File: config.mk
export PLATFORM = sky130hd
export DESIGN_NAME = stop_and_wait_reply_waiter_unit
export DESIGN_NICKNAME = d
export VERILOG_FILES = /design/src/rtl/swr_pkg.sv /design/src/rtl/swr_cfg.sv /design/src/rtl/swr_in_reg.sv /design/src/rtl/swr_core.sv /design/src/rtl/swr_out_reg.sv /design/src/rtl/stop_and_wait_reply_waiter_unit.sv
export SDC_FILE = /design/constraint.sdc
export NUM_CORES = 1
export LEC_CHECK = 0
export BUFFER_PORTS_ARGS = -buffer_cell sky130_fd_sc_hd__buf_2
export CORE_MARGIN = 1.5
export CORE_UTILIZATION = 50
export CTS_CLUSTER_SIZE = 20
export DETAILED_ROUTE_END_ITERATION = 8
export HOLD_SLACK_MARGIN = 0.08
export PLACE_DENSITY = 0.7
export SETUP_SLACK_MARGIN = 0.05
export SYNTH_ARGS = -nofsm -noshare
export SYNTH_HDL_FRONTEND = slang
export SYNTH_HIERARCHICAL = 1
export SYNTH_SLANG_ARGS = --single-unit
File: constraint.sdc
create_clock -name clk_i -period 3.7 [get_ports clk_i]
set_clock_uncertainty 0.05 [all_clocks]
set_input_delay 0.555 -clock clk_i [delete_from_list [all_inputs] [get_ports clk_i]]
set_output_delay 0.555 -clock clk_i [all_outputs]
set_load 0.005 [all_outputs]
File: src/rtl/swr_pkg.sv
// Shared types and constants for the stop-and-wait reply waiter.
package swr_pkg;

  localparam logic [7:0] FLAG_BYTE  = 8'h7E;
  localparam logic [7:0] FIXED_ADDR = 8'h01;

  localparam int unsigned CfgIdxWidth  = 2;
  localparam int unsigned CfgDataWidth = 48;

  // Configuration register indexes.
  localparam logic [CfgIdxWidth-1:0] CFG_TIMEOUT_TICKS = 2'd0;
  localparam logic [CfgIdxWidth-1:0] CFG_MAX_TRIES     = 2'd1;
  localparam logic [CfgIdxWidth-1:0] CFG_ADDRESS_BYTE  = 2'd2;
  localparam logic [CfgIdxWidth-1:0] CFG_REPLY_CODES   = 2'd3;

  // Reply code slots inside reply_codes, one byte each.
  localparam int unsigned CODE_UA   = 0;
  localparam int unsigned CODE_RR0  = 1;
  localparam int unsigned CODE_RR1  = 2;
  localparam int unsigned CODE_REJ0 = 3;
  localparam int unsigned CODE_REJ1 = 4;
  localparam int unsigned CODE_DISC = 5;

  typedef enum logic [1:0] {
    OP_START = 2'd0,
    OP_BYTE  = 2'd1,
    OP_TICK  = 2'd2
  } op_e;

  typedef enum logic [2:0] {
    RS_START = 3'd0,
    RS_FLAG  = 3'd1,
    RS_ADDR  = 3'd2,
    RS_CTRL  = 3'd3,
    RS_BCC   = 3'd4
  } rs_e;

  typedef enum logic [2:0] {
    OC_UA        = 3'd0,
    OC_RR0       = 3'd1,
    OC_RR1       = 3'd2,
    OC_DISC      = 3'd3,
    OC_UNKNOWN   = 3'd4,
    OC_UA_SENT   = 3'd5,
    OC_EXHAUSTED = 3'd6
  } oc_e;

  typedef struct packed {
    logic [15:0] timeout_ticks;
    logic [7:0]  max_tries;
    logic [7:0]  address_byte;
    logic [47:0] reply_codes;
  } cfg_t;

  typedef struct packed {
    logic [1:0] op;
    logic [7:0] frame_control;
    logic [7:0] line_byte;
  } item_t;

  typedef struct packed {
    logic       transmit;
    logic       finished;
    logic [2:0] outcome;
  } result_t;

endpackage

File: src/rtl/swr_cfg.sv
// Configuration register file of the stop-and-wait reply waiter.
module swr_cfg
  import swr_pkg::*;
(
  input  logic                    clk_i,
  input  logic                    rst_ni,
  input  logic                    cfg_we_i,
  input  logic [CfgIdxWidth-1:0]  cfg_idx_i,
  input  logic [CfgDataWidth-1:0] cfg_data_i,
  output cfg_t                    cfg_o
);

  cfg_t cfg_q;

  always_ff @(posedge clk_i or negedge rst_ni) begin
    if (!rst_ni) begin
      cfg_q.timeout_ticks <= 16'd3;
      cfg_q.max_tries     <= 8'd3;
      cfg_q.address_byte  <= 8'd3;
      cfg_q.reply_codes   <= 48'h0B81_0185_0507;
    end else if (cfg_we_i) begin
      case (cfg_idx_i)
        CFG_TIMEOUT_TICKS: cfg_q.timeout_ticks <= cfg_data_i[15:0];
        CFG_MAX_TRIES:     cfg_q.max_tries     <= cfg_data_i[7:0];
        CFG_ADDRESS_BYTE:  cfg_q.address_byte  <= cfg_data_i[7:0];
        CFG_REPLY_CODES:   cfg_q.reply_codes   <= cfg_data_i[47:0];
        default: ;
      endcase
    end
  end

  assign cfg_o = cfg_q;

endmodule

File: src/rtl/swr_in_reg.sv
// Input register slice that holds one accepted beat until the core takes it.
module swr_in_reg
  import swr_pkg::*;
(
  input  logic  clk_i,
  input  logic  rst_ni,
  input  logic  valid_i,
  output logic  ready_o,
  input  item_t item_i,
  output logic  valid_o,
  input  logic  take_i,
  output item_t item_o
);

  logic  valid_q;
  item_t item_q;

  // The slot refills in the same cycle that the core takes its content.
  assign ready_o = !valid_q || take_i;

  always_ff @(posedge clk_i or negedge rst_ni) begin
    if (!rst_ni) begin
      valid_q <= 1'b0;
    end else if (ready_o) begin
      valid_q <= valid_i;
    end
  end

  always_ff @(posedge clk_i) begin
    if (ready_o && valid_i) begin
      item_q <= item_i;
    end
  end

  assign valid_o = valid_q;
  assign item_o  = item_q;

endmodule

File: src/rtl/swr_core.sv
// Exchange state, reply recognizer, retry timer and outcome classification.
module swr_core
  import swr_pkg::*;
(
  input  logic    clk_i,
  input  logic    rst_ni,
  input  cfg_t    cfg_i,
  input  logic    step_i,
  input  item_t   item_i,
  output logic    has_result_o,
  output result_t result_o
);

  logic       waiting_q, waiting_d;
  rs_e        rs_q, rs_d;
  logic [7:0] seen_ctrl_q, seen_ctrl_d;
  logic [7:0] tries_q, tries_d;
  logic [15:0] ticks_q, ticks_d;

  logic [7:0] code [6];
  logic [7:0] tries_inc;
  logic       addr_hit;

  always_comb begin
    for (int k = 0; k < 6; k++) begin
      code[k] = cfg_i.reply_codes[8*k +: 8];
    end
  end

  assign tries_inc = tries_q + 8'd1;
  assign addr_hit  = (item_i.line_byte == cfg_i.address_byte) ||
                     (item_i.line_byte == FIXED_ADDR);

  always_comb begin
    waiting_d    = waiting_q;
    rs_d         = rs_q;
    seen_ctrl_d  = seen_ctrl_q;
    tries_d      = tries_q;
    ticks_d      = ticks_q;
    has_result_o = 1'b0;
    result_o     = '0;
    if (step_i) begin
      case (item_i.op)
        OP_START: begin
          tries_d      = 8'd0;
          rs_d         = RS_START;
          has_result_o = 1'b1;
          result_o.transmit = 1'b1;
          if (item_i.frame_control == code[CODE_UA]) begin
            // A UA frame needs no reply.
            waiting_d         = 1'b0;
            ticks_d           = 16'd0;
            result_o.finished = 1'b1;
            result_o.outcome  = OC_UA_SENT;
          end else begin
            waiting_d = 1'b1;
            ticks_d   = cfg_i.timeout_ticks;
          end
        end
        OP_BYTE: begin
          if (waiting_q) begin
            case (rs_q)
              RS_FLAG: begin
                // The address test comes before the flag test.
                if (addr_hit) begin
                  rs_d = RS_ADDR;
                end else if (item_i.line_byte == FLAG_BYTE) begin
                  rs_d = RS_FLAG;
                end else begin
                  rs_d = RS_START;
                end
              end
              RS_ADDR: begin
                if (item_i.line_byte == FLAG_BYTE) begin
                  rs_d = RS_FLAG;
                end else begin
                  rs_d        = RS_CTRL;
                  seen_ctrl_d = item_i.line_byte;
                end
              end
              RS_CTRL: begin
                rs_d = (item_i.line_byte == FLAG_BYTE) ? RS_FLAG : RS_BCC;
              end
              RS_BCC: begin
                rs_d = RS_START;
                if (item_i.line_byte == FLAG_BYTE) begin
                  has_result_o = 1'b1;
                  if (seen_ctrl_q != code[CODE_UA] && seen_ctrl_q != code[CODE_RR0] &&
                      seen_ctrl_q != code[CODE_RR1] &&
                      (seen_ctrl_q == code[CODE_REJ0] || seen_ctrl_q == code[CODE_REJ1])) begin
                    // Reject: resend at once without counting a try.
                    ticks_d           = cfg_i.timeout_ticks;
                    result_o.transmit = 1'b1;
                  end else begin
                    waiting_d         = 1'b0;
                    ticks_d           = 16'd0;
                    result_o.finished = 1'b1;
                    if (seen_ctrl_q == code[CODE_UA]) begin
                      result_o.outcome = OC_UA;
                    end else if (seen_ctrl_q == code[CODE_RR0]) begin
                      result_o.outcome = OC_RR0;
                    end else if (seen_ctrl_q == code[CODE_RR1]) begin
                      result_o.outcome = OC_RR1;
                    end else if (seen_ctrl_q == code[CODE_DISC]) begin
                      result_o.outcome = OC_DISC;
                    end else begin
                      result_o.outcome = OC_UNKNOWN;
                    end
                  end
                end
              end
              default: begin
                rs_d = (item_i.line_byte == FLAG_BYTE) ? RS_FLAG : RS_START;
              end
            endcase
          end
        end
        OP_TICK: begin
          if (waiting_q) begin
            if (ticks_q > 16'd1) begin
              ticks_d = ticks_q - 16'd1;
            end else begin
              tries_d      = tries_inc;
              has_result_o = 1'b1;
              rs_d         = RS_START;
              if (tries_inc >= cfg_i.max_tries) begin
                waiting_d         = 1'b0;
                ticks_d           = 16'd0;
                result_o.finished = 1'b1;
                result_o.outcome  = OC_EXHAUSTED;
              end else begin
                ticks_d           = cfg_i.timeout_ticks;
                result_o.transmit = 1'b1;
              end
            end
          end
        end
        default: ;
      endcase
    end
  end

  always_ff @(posedge clk_i or negedge rst_ni) begin
    if (!rst_ni) begin
      waiting_q   <= 1'b0;
      rs_q        <= RS_START;
      seen_ctrl_q <= 8'd0;
      tries_q     <= 8'd0;
      ticks_q     <= 16'd0;
    end else begin
      waiting_q   <= waiting_d;
      rs_q        <= rs_d;
      seen_ctrl_q <= seen_ctrl_d;
      tries_q     <= tries_d;
      ticks_q     <= ticks_d;
    end
  end

endmodule

File: src/rtl/swr_out_reg.sv
// Result register that holds a result beat until the downstream side takes it.
module swr_out_reg
  import swr_pkg::*;
(
  input  logic    clk_i,
  input  logic    rst_ni,
  input  logic    load_i,
  input  result_t result_i,
  output logic    space_o,
  output logic    valid_o,
  input  logic    ready_i,
  output result_t result_o
);

  logic    valid_q;
  result_t result_q;

  assign space_o = !valid_q || ready_i;

  always_ff @(posedge clk_i or negedge rst_ni) begin
    if (!rst_ni) begin
      valid_q <= 1'b0;
    end else if (space_o) begin
      valid_q <= load_i;
    end
  end

  always_ff @(posedge clk_i) begin
    if (space_o && load_i) begin
      result_q <= result_i;
    end
  end

  assign valid_o  = valid_q;
  assign result_o = result_q;

endmodule

File: src/rtl/stop_and_wait_reply_waiter_unit.sv
// Top level of the stop-and-wait reply waiter.
//
//   channel   direction  payload
//   s_axis    in         tuser: op; tdata: frame_control, line_byte
//   m_axis    out        tuser: transmit, finished; tdata: outcome
//   cfg       in         write only: cfg_we_i, cfg_idx_i, cfg_data_i
//
// An accepted beat is processed while it sits in the input register, and its
// result is loaded into the result register at the edge on which the core takes
// the beat from the input register.
// One beat is taken every cycle as long as the result register has room.
// A beat that produces no result still waits for that room.
// Reset clears the exchange state and loads the register defaults.
module stop_and_wait_reply_waiter_unit
  import swr_pkg::*;
(
  input  logic                    clk_i,
  input  logic                    rst_ni,
  input  logic                    s_axis_tvalid,
  output logic                    s_axis_tready,
  input  logic [15:0]             s_axis_tdata,   // frame_control[7:0], line_byte[15:8]
  input  logic [1:0]              s_axis_tuser,   // op[1:0]
  output logic                    m_axis_tvalid,
  input  logic                    m_axis_tready,
  output logic [7:0]              m_axis_tdata,   // outcome[2:0], zeros above
  output logic [1:0]              m_axis_tuser,   // transmit[0], finished[1]
  input  logic                    cfg_we_i,
  input  logic [CfgIdxWidth-1:0]  cfg_idx_i,
  input  logic [CfgDataWidth-1:0] cfg_data_i
);

  cfg_t    cfg;
  item_t   in_item;
  item_t   cur_item;
  logic    cur_valid;
  logic    step;
  logic    out_space;
  logic    has_result;
  result_t result;
  result_t out_result;

  assign in_item.op            = s_axis_tuser;
  assign in_item.frame_control = s_axis_tdata[7:0];
  assign in_item.line_byte     = s_axis_tdata[15:8];

  assign step = cur_valid && out_space;

  swr_cfg u_cfg (
    .clk_i      (clk_i),
    .rst_ni     (rst_ni),
    .cfg_we_i   (cfg_we_i),
    .cfg_idx_i  (cfg_idx_i),
    .cfg_data_i (cfg_data_i),
    .cfg_o      (cfg)
  );

  swr_in_reg u_in_reg (
    .clk_i   (clk_i),
    .rst_ni  (rst_ni),
    .valid_i (s_axis_tvalid),
    .ready_o (s_axis_tready),
    .item_i  (in_item),
    .valid_o (cur_valid),
    .take_i  (step),
    .item_o  (cur_item)
  );

  swr_core u_core (
    .clk_i        (clk_i),
    .rst_ni       (rst_ni),
    .cfg_i        (cfg),
    .step_i       (step),
    .item_i       (cur_item),
    .has_result_o (has_result),
    .result_o     (result)
  );

  swr_out_reg u_out_reg (
    .clk_i    (clk_i),
    .rst_ni   (rst_ni),
    .load_i   (has_result),
    .result_i (result),
    .space_o  (out_space),
    .valid_o  (m_axis_tvalid),
    .ready_i  (m_axis_tready),
    .result_o (out_result)
  );

  assign m_axis_tdata = {5'd0, out_result.outcome};
  assign m_axis_tuser = {out_result.finished, out_result.transmit};

endmodule

==> flow_summary.json <==
{
  "status": "completed",
  "stdcell_area_mm2": 0.00835,
  "timing.final.ws_setup_ps": 677,
  "antenna_left": 0,
  "mappedNetlistArea_mm2": 0.00733,
  "critPathArrivalTime_ps": 3330,
  "startpoint_type": "flip-flop",
  "ios": 85,
  "track_usage": 0.223,
  "fin_crit_ps": 3020,
  "detailroute.via_count": 4883,
  "clock_path_buffers": 2,
  "syn_avg_cell_area_um2": 12.3,
  "die_y_um": 124,
  "p_leak_nw": 3.61,
  "grt_pass1_vias": 4846,
  "root_buffer": "clkbuf_16",
  "ctsResizeCount": 0,
  "dpl_cell_area_mm2": 0.00778,
  "grt_max_degree": 76,
  "rsz0062_at_grt": "no",
  "hold_viol": 0,
  "diodes": 0,
  "synthArstFlopShare": 0.837,
  "synthCells": 594,
  "r2r_cells": 10,
  "cts_tree": "done",
  "post-dp-hpwl_mm": 11.3,
  "cts_buffers": 17,
  "nets": 760,
  "cts_sinks": 141,
  "grt_antenna_before_repair": 0,
  "timing.reg2reg.setup_slack_ps": 680,
  "port-buffer-count": 79,
  "ys_types": 62,
  "drv_cap": 0,
  "tightest_slew_ps": 835,
  "grt_pass1_wl_mm": 25.5,
  "r2r_end": "u_core/ticks_q[7]",
  "vias_per_cell": 5.62,
  "dp.cells": 837,
  "routed_wl_mm": 16.0,
  "clkSlewWorstSetupHoldPaths_ps": 60,
  "wire_per_inst_um": 18.4,
  "power_mw": 4.81,
  "grt_overflow": 0,
  "slew_headroom": 0.443,
  "rr_startpoint": "u_core/tries_q[0]",
  "critPathCaptureType": "flip-flop",
  "routabilityCongestion": 0.907,
  "setup_viol": 0,
  "design.core.area_mm2": 0.0144,
  "drtPass1Iterations": 5,
  "post-place-ws_ps": 696,
  "fin_crit_sh": 0.817,
  "num_rows": 44,
  "min_path_type": "input port to async pin",
  "worstSkewPairLatency_ps": 430,
  "drtIter0Drc": 294,
  "synth_edf_count": 23,
  "cts_hold_buffers": 0,
  "die-width_um": 124,
  "crit_type": "flip-flop to flip-flop",
  "yosysSeqAreaShare": 0.500,
  "p_per_area_mw_per_mm2": 576,
  "yosysWarnings": 6,
  "maxSlewViolCount": 0,
  "syn_to_final_growth_pct": 13.8,
  "cts_htree_levels": 4,
  "required_ps": 4010,
  "dieArea_mm2": 0.0154,
  "cp_max_fo": 16,
  "ys.flop_type": "dfrtp_1",
  "ys_seq_elements": 141,
  "setup_tns_ps": 0,
  "post-cts-setup-buffers": 0,
  "peakVddDrop_mv": 0.367,
  "drive_gt1_frac": 0.350,
  "drc": 0,
  "max_freq_mhz": 331,
  "initial_utilization": 0.508,
  "layout.cells.non_filler": 869
}
## cell usage after synthesis, drive strengths merged, types with 16 or more instances
library cell | instances | area [um^2]
buf | 23 | 216
dfrtp | 98 | 2450
dfstp | 20 | 526
edfxtp | 23 | 691
mux2 | 88 | 1070
nand2 | 31 | 116
nand4 | 16 | 115
nor2 | 32 | 135
o21ai | 22 | 110
xnor2 | 52 | 455
xor2 | 18 | 158
## state kept, by name, indices dropped and copies added, names as in the netlist
name and count:
u_core/seen_ctrl_q 8, u_cfg/cfg_o 80, u_in_reg/item_o 18, u_out_reg/result_o 5
u_out_reg/valid_o 1, u_core/waiting_q 1, u_core/tries_q 8, u_core/ticks_q 16
u_in_reg/valid_o 1, u_core/rs_q 3
## worst max path at each step
stage,endpoint,slack (ps),from
after detailed placement,u_core/ticks_q[5],700,u_core/tries_q[0]
after global placement,u_core/ticks_q[8],800,u_core/tries_q[0]
after global routing,u_core/ticks_q[5],460,u_core/tries_q[0]
final,u_core/ticks_q[7],680,u_core/tries_q[0]
after floorplan,u_out_reg/result_o[2],1060,u_core/tries_q[0]
after CTS,u_core/ticks_q[5],680,u_core/tries_q[0]
## layer usage
layer,wire (um),share of wire,global-route usage
met3,847,0.053,0.0444
met4,449,0.028,0.0966
met2,7770,0.49,0.360
met5,0,0,0
met1,6910,0.43,0.293
## placed cells by master, fill, tap and decap left out, types with 3 or more instances in the layout
master / instances
nand3_1: 12
edfxtp_1: 23
nor3b_1: 4
nor2b_1: 7
dfstp_2: 20
inv_1: 15
nand4_1: 15
clkinvlp_4: 5
or4_1: 3
o21a_1: 6
o21ai_0: 22
mux2_4: 20
nor3_1: 10
nor2_1: 30
xor2_1: 18
nor4_1: 8
nand2_1: 31
nand2b_1: 8
clkbuf_1: 4
ha_1: 15
nand3_2: 3
conb_1: 5
a21oi_1: 13
xnor2_1: 52
or3_1: 4
and3_1: 5
mux2_2: 68
a221o_1: 13
buf_4: 3
a211o_1: 3
and2_1: 4
buf_2: 78
dfrtp_1: 98
clkbuf_16: 17
clkinv_2: 3
## layout make-up
cell class | instances | area (um^2)
fill | 1186 | 6080
sequential | 141 | 3670
multi-input combinational | 415 | 3400
clock buffer | 21 | 440
timing repair buffer | 82 | 433
tap | 184 | 230
clock inverter | 11 | 121
inverter | 15 | 56.3
## stage by stage
stage	util	hold WS, ps
detailed placement	0.540	429
finish	0.579	75.1
global route	0.579	121
floorplan	-	209
CTS	0.579	98.0
global placement	0.540	422
## report_power, final
group | internal (mW) | switching [mW] | total, mW
clock | 0.986 | 0.631 | 1.62
sequential | 1.89 | 0.254 | 2.14
combinational | 0.525 | 0.525 | 1.05
total | 3.40 | 1.41 | 4.81
## kinds of logic (layout without fill, tap and decap cells)
family	count (synthesis)	after routing	share of synthesized area
xor+xnor	70	70	0.0836
other cells	1	5	0.000511
compound gates	72	72	0.0727
fa+ha+maj	15	15	0.0256
buf+inv	42	129	0.0392
simple gates	165	165	0.133
flops	141	141	0.500
mux	88	88	0.145
## critical path: stages, from the launching register on
cell and delay [ps]:
dfrtp_1 420, ha_1 240, nand3_1 110, xnor2_1 170, ha_1 210, or4_1 510
a21oi_1 130, o31a_1 290, a31oi_4 130, a21oi_4 470, a221o_1 240
No activity file was read; power rests on OpenSTA's default activity.
